<file path="config.mk">
export PLATFORM = sky130hd
export DESIGN_NAME = ssdp_header_stream_parser
export DESIGN_NICKNAME = d
export VERILOG_FILES = /design/src/hdl/ssdp_pkg.sv /design/src/hdl/ssdp_front.sv /design/src/hdl/ssdp_cmd_fifo.sv /design/src/hdl/ssdp_back.sv /design/src/hdl/ssdp_header_stream_parser.sv
export VERILOG_INCLUDE_DIRS = /design/src /design/src/hdl
export SDC_FILE = /design/constraint.sdc
export NUM_CORES = 1
export LEC_CHECK = 0
export BUFFER_PORTS_ARGS = -buffer_cell sky130_fd_sc_hd__buf_2
export CAP_MARGIN = 20
export CORE_MARGIN = 2
export CORE_UTILIZATION = 46
export CTS_CLUSTER_SIZE = 30
export DETAILED_ROUTE_END_ITERATION = 8
export SYNTH_ARGS = -nofsm -noshare
export SYNTH_HDL_FRONTEND = slang
export SYNTH_SLANG_ARGS = --single-unit
</file>
<file path="constraint.sdc">
create_clock -name clk -period 9 [get_ports clk]
set_input_delay 1.35 -clock clk [delete_from_list [all_inputs] [get_ports clk]]
set_output_delay 1.35 -clock clk [all_outputs]
set_load 0.01 [all_outputs]
</file>
<file path="src/hdl/ssdp_header_stream_parser_macros.svh">
// assertion macros for the ssdp header stream parser
`ifndef SSDP_HEADER_STREAM_PARSER_MACROS_SVH
`define SSDP_HEADER_STREAM_PARSER_MACROS_SVH
// implication checked on every clock edge outside reset
`define SSDP_ASSERT_IMP(label, clk, rst, lhs, rhs, msg) \
  label: assert property (@(posedge clk) disable iff (rst) (lhs) |-> (rhs)) else $error(msg);
// next-cycle implication outside reset
`define SSDP_ASSERT_NEXT(label, clk, rst, lhs, rhs, msg) \
  label: assert property (@(posedge clk) disable iff (rst) (lhs) |=> (rhs)) else $error(msg);
`endif

</file>
<file path="src/hdl/ssdp_pkg.sv">
// package with payload types, phases and constants of the ssdp parser
`timescale 1ns / 1ps
`default_nettype none
package ssdp_pkg;
  typedef struct packed {
    logic [7:0]  data_byte;
    logic        last_byte;
    logic [15:0] dest_port;
    logic        is_udp;
  } in_item_t;

  typedef struct packed {
    logic [1:0] kind;
    logic [2:0] field_id;
    logic [7:0] value_byte;
    logic [1:0] method;
    logic [1:0] confidence;
    logic       last_result;
  } out_item_t;

  typedef enum logic [2:0] {
    PH_FIRST = 3'd0, PH_NAME = 3'd1, PH_SPACE = 3'd2,
    PH_VALUE = 3'd3, PH_SKIP = 3'd4, PH_DONE = 3'd5
  } phase_t;

  localparam logic [1:0] KIND_VALUE = 2'd0;
  localparam logic [1:0] KIND_END   = 2'd1;
  localparam logic [1:0] KIND_SUM   = 2'd2;

  localparam logic [1:0] REG_PORT  = 2'd0;
  localparam logic [1:0] REG_LINES = 2'd1;
  localparam logic [1:0] REG_VALUE = 2'd2;

  localparam logic [7:0] CH_CR = 8'h0d;
  localparam logic [7:0] CH_LF = 8'h0a;
  localparam logic [7:0] CH_COLON = 8'h3a;
  localparam logic [7:0] CH_SPACE = 8'h20;

  // result queue depth, power of two, room for four results per command
  localparam int OUT_DEPTH = 8;

  // one accepted byte with what it did, passed from front to back
  typedef struct packed {
    logic [7:0] ch;        // accepted byte; a replayed CR is flagged by replay_cr
    logic       replay_cr; // a held CR is content before ch
    logic       eol;       // CR LF closes a line here
    logic       hold_cr;   // ch is CR and is held
    logic       last;
    logic [15:0] dest_port;
    logic       is_udp;
  } cmd_t;

  function automatic logic [7:0] pfx_char(input logic [1:0] k, input logic [5:0] p);
    logic [8*19-1:0] s;
    logic [4:0] i;
    begin
      case (k)
        2'd0: s = "M-SEARCH * HTTP/1.1";
        2'd1: s = {"NOTIFY * HTTP/1.1", 16'h0};
        default: s = {"HTTP/1.1", 88'h0};
      endcase
      i = p[4:0];
      pfx_char = s[8*(18 - i) +: 8];
    end
  endfunction

  function automatic logic [5:0] pfx_len(input logic [1:0] k);
    case (k)
      2'd0: pfx_len = 6'd19;
      2'd1: pfx_len = 6'd17;
      default: pfx_len = 6'd8;
    endcase
  endfunction

  function automatic logic [3:0] hdr_len(input logic [2:0] k);
    case (k)
      3'd0: hdr_len = 4'd2;
      3'd1: hdr_len = 4'd2;
      3'd2: hdr_len = 4'd3;
      3'd3: hdr_len = 4'd8;
      3'd4: hdr_len = 4'd6;
      default: hdr_len = 4'd3;
    endcase
  endfunction

  function automatic logic [7:0] hdr_char(input logic [2:0] k, input logic [3:0] p);
    logic [63:0] s;
    begin
      case (k)
        3'd0: s = {"ST", 48'h0};
        3'd1: s = {"NT", 48'h0};
        3'd2: s = {"NTS", 40'h0};
        3'd3: s = "LOCATION";
        3'd4: s = {"SERVER", 16'h0};
        default: s = {"USN", 40'h0};
      endcase
      hdr_char = s[8*(7 - p[2:0]) +: 8];
    end
  endfunction
endpackage
`default_nettype wire

</file>
<file path="src/hdl/ssdp_front.sv">
// front end: accepts bytes and resolves cr lf pairing into commands
`timescale 1ns / 1ps
`default_nettype none
module ssdp_front (
  input  wire logic             clk,
  input  wire logic             rst,
  input  wire logic             push,
  output logic                  full,
  input  wire ssdp_pkg::in_item_t in_item,
  output logic                  cmd_valid,
  output ssdp_pkg::cmd_t        cmd,
  input  wire logic             cmd_ready
);
  import ssdp_pkg::*;
  logic pend_cr;

  assign full = !cmd_ready;
  assign cmd_valid = push && cmd_ready;

  always_comb begin
    cmd.ch        = in_item.data_byte;
    cmd.replay_cr = pend_cr && (in_item.data_byte != CH_LF);
    cmd.eol       = pend_cr && (in_item.data_byte == CH_LF);
    cmd.hold_cr   = !cmd.eol && (in_item.data_byte == CH_CR) && !in_item.last_byte;
    cmd.last      = in_item.last_byte;
    cmd.dest_port = in_item.dest_port;
    cmd.is_udp    = in_item.is_udp;
  end

  always_ff @(posedge clk) begin
    if (rst) begin
      pend_cr <= 1'b0;
    end else if (cmd_valid) begin
      pend_cr <= cmd.hold_cr && !cmd.last;
    end
  end
endmodule
`default_nettype wire

</file>
<file path="src/hdl/ssdp_cmd_fifo.sv">
// short command queue between front and back
`timescale 1ns / 1ps
`default_nettype none
module ssdp_cmd_fifo #(
  parameter int Depth = 4
) (
  input  wire logic           clk,
  input  wire logic           rst,
  input  wire logic           wr_valid,
  input  wire ssdp_pkg::cmd_t wr_data,
  output logic                wr_ready,
  output logic                rd_valid,
  output ssdp_pkg::cmd_t      rd_data,
  input  wire logic           rd_ready
);
  import ssdp_pkg::*;
  localparam int AW = $clog2(Depth);
  cmd_t mem [Depth];
  logic [AW-1:0] wp, rp;
  logic [AW:0] cnt;
  logic wr_en, rd_en;

  assign wr_ready = cnt != AW'(0) + (AW+1)'(Depth);
  assign rd_valid = cnt != '0;
  assign rd_data = mem[rp];
  assign wr_en = wr_valid && wr_ready;
  assign rd_en = rd_valid && rd_ready;

  always_ff @(posedge clk) begin
    if (wr_en) mem[wp] <= wr_data;
  end

  always_ff @(posedge clk) begin
    if (rst) begin
      wp <= '0; rp <= '0; cnt <= '0;
    end else begin
      if (wr_en) wp <= (wp == AW'(Depth - 1)) ? '0 : wp + 1'b1;
      if (rd_en) rp <= (rp == AW'(Depth - 1)) ? '0 : rp + 1'b1;
      cnt <= cnt + (AW+1)'(wr_en) - (AW+1)'(rd_en);
    end
  end
endmodule
`default_nettype wire

</file>
<file path="src/hdl/ssdp_back.sv">
// back end: parser state, result sequencing and result queue
`timescale 1ns / 1ps
`default_nettype none
`include "ssdp_header_stream_parser_macros.svh"
module ssdp_back (
  input  wire logic              clk,
  input  wire logic              rst,
  input  wire logic              cmd_valid,
  input  wire ssdp_pkg::cmd_t    cmd,
  output logic                   cmd_ready,
  input  wire logic [15:0]       discovery_port,
  input  wire logic [3:0]        max_header_lines,
  input  wire logic [7:0]        max_value_bytes,
  output logic                   empty,
  input  wire logic              pop,
  output ssdp_pkg::out_item_t    out_item
);
  import ssdp_pkg::*;
  localparam int AW = $clog2(OUT_DEPTH);

  phase_t     phase;
  logic [5:0] fl_len;
  logic [2:0] pfx_ok;
  logic [1:0] meth;
  logic [3:0] hl_cnt;
  logic [3:0] nm_len;
  logic [5:0] nm_ok;
  logic [2:0] sel;
  logic [7:0] vb_cnt;

  // first step: replayed CR content or line end; second step: the byte
  // (or nothing); then summary. each step yields at most one result
  // except the last byte which may give value, end and summary.
  logic       e1_v, e2_v, e3_v, e4_v;
  out_item_t  e1, e2, e3, e4;

  function automatic logic [1:0] method_of(input logic [2:0] ok, input logic [5:0] len);
    method_of = 2'd0;
    for (int k = 2; k >= 0; k--) begin
      if (ok[k] && len >= pfx_len(2'(k))) method_of = 2'(k + 1);
    end
  endfunction

  typedef struct packed {
    phase_t     ph;
    logic [5:0] fl;
    logic [2:0] pf;
    logic [1:0] me;
    logic [3:0] hc;
    logic [3:0] nl;
    logic [5:0] nk;
    logic [2:0] se;
    logic [7:0] vc;
  } pst_t;

  typedef struct packed {
    pst_t      s;
    logic      ev;
    out_item_t e;
  } step_t;

  function automatic pst_t start_line(input pst_t s, input logic [3:0] mhl);
    pst_t r;
    r = s;
    r.nl = '0; r.nk = '1; r.se = '0; r.vc = '0;
    r.ph = (s.hc >= mhl) ? PH_DONE : PH_NAME;
    return r;
  endfunction

  function automatic step_t do_content(input pst_t s, input logic [7:0] c,
                                       input logic [7:0] mvb);
    step_t r;
    logic [7:0] uc;
    logic found;
    r.s = s; r.ev = 1'b0; r.e = '0;
    uc = (c >= 8'h61 && c <= 8'h7a) ? c - 8'd32 : c;
    found = 1'b0;
    case (s.ph)
      PH_FIRST: begin
        for (int k = 0; k < 3; k++) begin
          if (s.fl < pfx_len(2'(k)) && c != pfx_char(2'(k), s.fl)) r.s.pf[k] = 1'b0;
        end
        if (s.fl < 6'd33) r.s.fl = s.fl + 6'd1;
      end
      PH_NAME: begin
        if (c == CH_COLON) begin
          r.s.ph = PH_SKIP;
          for (int k = 0; k < 6; k++) begin
            if (!found && s.nk[k] && s.nl == hdr_len(3'(k))) begin
              found = 1'b1; r.s.se = 3'(k); r.s.ph = PH_SPACE;
            end
          end
        end else begin
          for (int k = 0; k < 6; k++) begin
            if (s.nl >= hdr_len(3'(k)) || uc != hdr_char(3'(k), s.nl)) r.s.nk[k] = 1'b0;
          end
          if (s.nl < 4'd9) r.s.nl = s.nl + 4'd1;
        end
      end
      PH_SPACE, PH_VALUE: begin
        if (!(s.ph == PH_SPACE && c == CH_SPACE)) begin
          r.s.ph = PH_VALUE;
          if (s.vc < mvb) begin
            r.ev = 1'b1;
            r.e.kind = KIND_VALUE; r.e.field_id = s.se; r.e.value_byte = c;
            r.s.vc = s.vc + 8'd1;
          end
        end
      end
      default: ;
    endcase
    return r;
  endfunction

  function automatic step_t do_line_end(input pst_t s, input logic [3:0] mhl);
    step_t r;
    pst_t t;
    r.s = s; r.ev = 1'b0; r.e = '0;
    t = s;
    if (t.hc < 4'd15) t.hc = t.hc + 4'd1;
    case (s.ph)
      PH_FIRST: begin
        r.s.me = method_of(s.pf, s.fl);
        if (r.s.me == 2'd0) r.s.ph = PH_DONE;
        else r.s = start_line(r.s, mhl);
      end
      PH_NAME: begin
        if (s.nl == 4'd0) r.s.ph = PH_DONE;
        else r.s = start_line(t, mhl);
      end
      PH_SPACE, PH_VALUE: begin
        r.ev = 1'b1; r.e.kind = KIND_END; r.e.field_id = s.se;
        r.s = start_line(t, mhl);
      end
      PH_SKIP: r.s = start_line(t, mhl);
      default: ;
    endcase
    return r;
  endfunction

  pst_t  cur;
  step_t sa, sb;
  pst_t  sc;
  logic  do_b, do_sum, sum_end;
  logic [1:0] conf;

  assign cur = '{ph: phase, fl: fl_len, pf: pfx_ok, me: meth, hc: hl_cnt,
                 nl: nm_len, nk: nm_ok, se: sel, vc: vb_cnt};

  always_comb begin
    if (cmd.eol) sa = do_line_end(cur, max_header_lines);
    else if (cmd.replay_cr) sa = do_content(cur, CH_CR, max_value_bytes);
    else sa = '{s: cur, ev: 1'b0, e: '0};
    do_b = !cmd.eol && !cmd.hold_cr;
    if (do_b) sb = do_content(sa.s, cmd.ch, max_value_bytes);
    else sb = '{s: sa.s, ev: 1'b0, e: '0};
    sc = sb.s;
    do_sum = cmd.last;
    sum_end = cmd.last && (sb.s.ph == PH_SPACE || sb.s.ph == PH_VALUE);
    if (cmd.last && sb.s.ph == PH_FIRST) sc.me = method_of(sb.s.pf, sb.s.fl);
    conf = 2'd0;
    if (sc.me != 2'd0 && cmd.is_udp && sc.fl >= 6'd14 && sc.fl <= 6'd32)
      conf = (cmd.dest_port == discovery_port) ? 2'd2 : 2'd1;
    e1_v = sa.ev; e1 = sa.e;
    e2_v = sb.ev; e2 = sb.e;
    e3_v = sum_end; e3 = '0; e3.kind = KIND_END; e3.field_id = sb.s.se;
    e4_v = do_sum; e4 = '0; e4.kind = KIND_SUM; e4.method = sc.me; e4.confidence = conf;
    if (e4_v) e4.last_result = 1'b1;
    else if (e2_v) e2.last_result = 1'b1;
    else if (e1_v) e1.last_result = 1'b1;
  end

  // result queue: up to four writes per command, one read per cycle
  out_item_t q [OUT_DEPTH];
  logic [AW-1:0] wp, rp;
  logic [AW:0] cnt;
  logic [2:0] nw;
  logic take, rd_en;
  out_item_t w0, w1, w2, w3;

  assign cmd_ready = (cnt <= (AW+1)'(OUT_DEPTH - 4));
  assign take = cmd_valid && cmd_ready;
  assign empty = (cnt == '0);
  assign out_item = q[rp];
  assign rd_en = pop && !empty;

  always_comb begin
    out_item_t lst [4];
    logic [3:0] v;
    int j;
    lst[0] = e1; lst[1] = e2; lst[2] = e3; lst[3] = e4;
    v = {e4_v, e3_v, e2_v, e1_v};
    w0 = '0; w1 = '0; w2 = '0; w3 = '0;
    j = 0;
    for (int i = 0; i < 4; i++) begin
      if (v[i]) begin
        case (j)
          0: w0 = lst[i];
          1: w1 = lst[i];
          2: w2 = lst[i];
          default: w3 = lst[i];
        endcase
        j = j + 1;
      end
    end
    nw = 3'(j);
  end

  always_ff @(posedge clk) begin
    if (take) begin
      if (nw > 3'd0) q[wp] <= w0;
      if (nw > 3'd1) q[AW'(wp + AW'(1))] <= w1;
      if (nw > 3'd2) q[AW'(wp + AW'(2))] <= w2;
      if (nw > 3'd3) q[AW'(wp + AW'(3))] <= w3;
    end
  end

  always_ff @(posedge clk) begin
    if (rst) begin
      wp <= '0; rp <= '0; cnt <= '0;
      phase <= PH_FIRST; fl_len <= '0; pfx_ok <= '1; meth <= '0; hl_cnt <= '0;
      nm_len <= '0; nm_ok <= '1; sel <= '0; vb_cnt <= '0;
    end else begin
      if (take) begin
        wp <= wp + AW'(nw);
        if (cmd.last) begin
          phase <= PH_FIRST; fl_len <= '0; pfx_ok <= '1; meth <= '0; hl_cnt <= '0;
          nm_len <= '0; nm_ok <= '1; sel <= '0; vb_cnt <= '0;
        end else begin
          phase <= sb.s.ph; fl_len <= sb.s.fl; pfx_ok <= sb.s.pf; meth <= sb.s.me;
          hl_cnt <= sb.s.hc; nm_len <= sb.s.nl; nm_ok <= sb.s.nk; sel <= sb.s.se;
          vb_cnt <= sb.s.vc;
        end
      end
      if (rd_en) rp <= rp + AW'(1);
      cnt <= cnt + (take ? (AW+1)'(nw) : '0) - (AW+1)'(rd_en);
    end
  end

  logic st_clear;
  assign st_clear = (phase == PH_FIRST) && (fl_len == '0);

  `SSDP_ASSERT_IMP(a_cnt_bound, clk, rst, 1'b1, cnt <= (AW+1)'(OUT_DEPTH), "queue overflow")
  `SSDP_ASSERT_NEXT(a_last_clears, clk, rst, take && cmd.last, st_clear, "state not cleared")
  `SSDP_ASSERT_IMP(a_first_len, clk, rst, 1'b1, fl_len <= 6'd33, "first line too long")
endmodule
`default_nettype wire

</file>
<file path="src/hdl/ssdp_header_stream_parser.sv">
// top level of the ssdp header stream parser
// path: a byte transfer is written to the command queue, and when the back end takes it
// its results are written to the result queue, from which the result ports read
// throughput: one byte per cycle while the command queue is not full; a byte gives up
// to four results, read one per pop, and the back end stalls while more than four wait
// reset: synchronous active high rst clears parse state and queues, sets config defaults
`timescale 1ns / 1ps
`default_nettype none
module ssdp_header_stream_parser #(
  parameter int CmdDepth = 4
) (
  input  wire logic                 clk,
  input  wire logic                 rst,
  // byte input, queue style
  input  wire logic                 push,
  output logic                      full,
  input  wire ssdp_pkg::in_item_t   in_item,
  // result output, queue style
  output logic                      empty,
  input  wire logic                 pop,
  output ssdp_pkg::out_item_t       out_item,
  // configuration writes
  input  wire logic                 cfg_we,
  input  wire logic [1:0]           cfg_index,
  input  wire logic [15:0]          cfg_data
);
  import ssdp_pkg::*;

  // configuration registers
  logic [15:0] discovery_port;
  logic [3:0]  max_header_lines;
  logic [7:0]  max_value_bytes;

  always_ff @(posedge clk) begin
    if (rst) begin
      discovery_port   <= 16'd1900;
      max_header_lines <= 4'd12;
      max_value_bytes  <= 8'd255;
    end else if (cfg_we) begin
      case (cfg_index)
        REG_PORT:  discovery_port   <= cfg_data;
        REG_LINES: max_header_lines <= cfg_data[3:0];
        REG_VALUE: max_value_bytes  <= cfg_data[7:0];
        default: ;
      endcase
    end
  end

  // front: cr lf pairing, each transfer becomes one command
  logic f_valid, f_ready;
  cmd_t f_cmd;
  ssdp_front u_front (
    .clk(clk), .rst(rst), .push(push), .full(full), .in_item(in_item),
    .cmd_valid(f_valid), .cmd(f_cmd), .cmd_ready(f_ready)
  );

  // command queue decouples byte intake from result production
  logic b_valid, b_ready;
  cmd_t b_cmd;
  ssdp_cmd_fifo #(.Depth(CmdDepth)) u_fifo (
    .clk(clk), .rst(rst), .wr_valid(f_valid), .wr_data(f_cmd), .wr_ready(f_ready),
    .rd_valid(b_valid), .rd_data(b_cmd), .rd_ready(b_ready)
  );

  // back: parse state, results into the result queue
  ssdp_back u_back (
    .clk(clk), .rst(rst), .cmd_valid(b_valid), .cmd(b_cmd), .cmd_ready(b_ready),
    .discovery_port(discovery_port), .max_header_lines(max_header_lines),
    .max_value_bytes(max_value_bytes), .empty(empty), .pop(pop), .out_item(out_item)
  );
endmodule
`default_nettype wire
</file>
==> reports/qor.txt <==
maximum vdd drop = 195 uV
Max Slew Vio Count = 0
Crit Path Max Fanout = 17
#FFs+latches synth = 350
r2r setup slk = 0.58 ns
worst setup path startpoint = u_back.fl_len[0]$_SDFFE_PP0P_
core region area = 46800 um^2
routability cong. = 0.993
CTS max path bufs = 3
clock skew = 0.0130 ns
Async S/R FF share, synth = 0%
status = completed
number of remaining DRC errors = 0
clk sinks = 350
Post-DRT Antenna Nets = 0
io pins = 69
final setup fails = 0
Worst Reg-to-Reg Cells = 25
TritonCTS clock tree = built
Num CTS Buffers = 39
Final Worst Setup Slack = 0.583 ns
via count = 18500
Post-synth top flop = edfxtp_1
post-layout minimum cycle time = 8.42 ns
Critical R2R Capture = u_back.q[7][3]$_DFFE_PP_
Pwr Total = 6280 uW
pre-CTS setup slack = 0.145 ns
CP endpoint kind = flop
Post-Layout Cell Count = 2904
total global routing track utilization = 27.5%
Power Density = 261 nW/um^2
first-pass GRT wire length = 106 mm
first drt pass iteration count = 8
Port Buffers = 68
worst skew pair latency = 0.56 ns
worst setup path class = flop to flop
Fin. Hold Viols = 0
die height = 222 um
Syn Nets = 2367
root buffer cell = clkbuf_16
register area share after synthesis = 41.1%
relative slew slack = 24.4%
Area growth syn-to-layout = 10.2%
Vias per Instance = 6.38
fin crit share = 93.5%
routed len/inst = 23.8 um
CTS Hold Buffers Added = 0
Initial Util = 46.7%
RR Startpoint = u_back.fl_len[0]$_SDFFE_PP0P_
yosys warns = 0
Worst-Margin Slew = 1.13 ns
crit path DAT = 8.68 ns
Hold WS = 0.475 ns
final WL = 69.0 mm
diodes inserted = 0
syn_area_per_cell = 9.72 um^2
Max Cap Viol = 0
die width = 222 um
Post-DP HPWL = 49.7 mm
Worst Setup EP = u_back.q[7][3]$_DFFE_PP_
gr ovfl total = 0
DIE AREA = 49200 um^2
initial antenna violation count = 0
fraction of layout cells with a size suffix above 1 = 15.8%
# placed instances = 2832
fin nets = 2386
Yosys cell types = 95
clk slew on worst S/H paths = 0.06 ns
Post-synth EDFFs = 196
largest net degree at the start of global routing = 72
Final Util = 51.5%
Startpoint Class = flop
# fillers = 4312
Cell Area, Synth = 21800 um^2
row count = 79
Max Fclk = 119 MHz
H-Tree Depth = 2
Post-Syn Instances = 2247
Leakage = 0.00858 uW
Worst Hold Class = flop to flop
vias in the first global route = 17800
Iteration-0 DRC Markers = 2259
Worst EP required = 9.27 ns
-- layout by cell type, fill, tap and decap left out, types with 28 or more instances in the layout --
| master | instances |
|---|---|
| mux4_2 | 64 |
| a221oi_1 | 32 |
| xnor2_1 | 60 |
| inv_1 | 75 |
| o21ai_0 | 101 |
| edfxtp_1 | 196 |
| a211oi_1 | 86 |
| buf_4 | 45 |
| mux2_2 | 49 |
| nor3_1 | 56 |
| nand4_1 | 39 |
| nor2b_1 | 32 |
| clkbuf_16 | 40 |
| dfxtp_1 | 151 |
| mux2i_1 | 41 |
| a31oi_1 | 28 |
| nor2_1 | 204 |
| a22oi_1 | 29 |
| nand2_1 | 228 |
| a21oi_1 | 109 |
| nand3_1 | 54 |
| buf_2 | 68 |
| ha_1 | 67 |
-- final cells by class --
class | count | area (um^2) | share of cell area [%]
Multi-Input combinational cell | 1682 | 12100 | 50.3
Clock inverter | 23 | 191 | 0.795
Tap cell | 607 | 759 | 3.16
Sequential cell | 350 | 8970 | 37.3
Timing Repair Buffer | 113 | 678 | 2.82
Inverter | 80 | 300 | 1.25
Clock buffer | 49 | 1050 | 4.38
-- through the flow --
stage | setup TNS (ns) | cell area, um^2
after floorplan | 0 | 21800
after global placement | 0 | 22700
after detailed placement | 0 | 22700
after CTS | 0 | 24000
after global routing | -0.0323 | 24100
final | 0 | 24100
-- metal layers --
metal  share of wire [%]  wire length [um]  vias up  global-route usage [%]
met5                   0                 0        -                       0
met4                 3.6              2450        0                    10.7
met3                 8.0              5490      177                    4.40
met2                  45             31300      855                    43.6
met1                  43             29700     8905                    37.9
li1                    -                 -     8586                       -
-- report_power, final --
part,internal (uW),switching [uW]
Sequential,1850,86.0
Combinational,936,1850
Clock,898,662
-- kinds of logic after synthesis --
family / after synthesis / synth area share (%)
XOR/XNOR: 74 / 2.97
flip-flops: 350 / 41.1
adder cells (fa/ha/maj): 71 / 4.20
buffers and inverters: 215 / 3.98
AND/OR/NAND/NOR: 791 / 17.8
AO/OA/AOI/OAI: 592 / 19.0
multiplexers: 154 / 11.0
-- critical path, stage by stage, from the launching register on --
cell and delay (ns):
dfxtp_2 0.50, clkinv_1 0.30, ha_1 0.32, nor4b_1 0.17, o211ai_1 0.30, o311a_1 0.34, nand2_1 0.27, and2_1 0.33
inv_1 0.27, ha_1 0.43, inv_1 0.15, a2111oi_0 0.33, o2111ai_1 0.29, and3_1 0.32, o211ai_1 0.31, nand3_2 0.30
fa_1 0.60, inv_1 0.10, ha_1 0.25, nor4_4 0.37, nand2_2 0.27, a2111oi_0 0.83, buf_4 0.25, nor2b_1 0.17
a211o_1 0.26, nor3_1 0.07
-- Yosys cell counts, types with 23 or more instances --
master	count	share of area, %
nand2_1	229	3.9
nor2_1	204	3.5
edfxtp_1	196	27
dfxtp_1	154	14
a21oi_1	109	2.5
o21ai_0	101	2.3
clkbuf_1	90	1.5
a211oi_1	86	3.0
inv_1	75	1.3
ha_1	67	3.8
mux4_2	64	6.6
nand3_1	61	1.4
xnor2_1	60	2.4
nor3_1	58	1.3
mux2_2	49	2.5
mux2i_1	41	1.9
nand4_1	39	1.1
nor2b_1	33	0.95
a221oi_1	32	1.3
a22oi_1	29	1.0
a31oi_1	28	0.80
o211ai_1	27	0.93
and3_1	23	0.66
buf_2	23	0.53
-- how the worst min path moves through the flow --
stage | slack, ns | end | from | cells after the start
6_report | 0.48 | discovery_port[0]$_SDFFE_PP0P_ | discovery_port[0]$_SDFFE_PP0P_ | 2
5_1_grt | 0.49 | discovery_port[12]$_SDFFE_PP0P_ | discovery_port[12]$_SDFFE_PP0P_ | 2
4_1_cts | 0.47 | u_back.q[6][12]$_SDFFE_PP0P_ | u_back.q[6][12]$_SDFFE_PP0P_ | 2
3_5_place_dp | 0.46 | u_back.q[6][12]$_SDFFE_PP0P_ | u_back.q[6][12]$_SDFFE_PP0P_ | 2
3_3_place_gp | 0.46 | discovery_port[1]$_SDFFE_PP0P_ | discovery_port[1]$_SDFFE_PP0P_ | 2
2_1_floorplan | 0.42 | u_back.q[2][11]$_SDFFE_PP0P_ | u_back.q[2][11]$_SDFFE_PP0P_ | 1
-- state kept, by name, summed over array words and instances, names as in the netlist, named ones only --
name / flops
u_back.meth: 2
u_fifo.wp: 2
u_back.rp: 3
discovery_port: 16
u_back.nm_len: 4
u_back.pfx_ok: 3
u_back.vb_cnt: 8
u_back.sel: 3
u_fifo.rp: 2
max_header_lines: 4
u_back.fl_len: 6
u_back.wp: 3
u_back.cnt: 4
u_back.phase: 3
u_fifo.cnt: 3
u_fifo.mem: 116
max_value_bytes: 8
u_back.hl_cnt: 4
u_back.q: 144
u_front.pend_cr: 1
u_back.nm_ok: 6
-- repair_timing --
item / 4_1_cts / 5_1_grt
buffers inserted: 0 / 0
resized for setup: 0 / 17
endpoints found under the setup margin: 0 / 201
(Power assumes the default switching activity.)
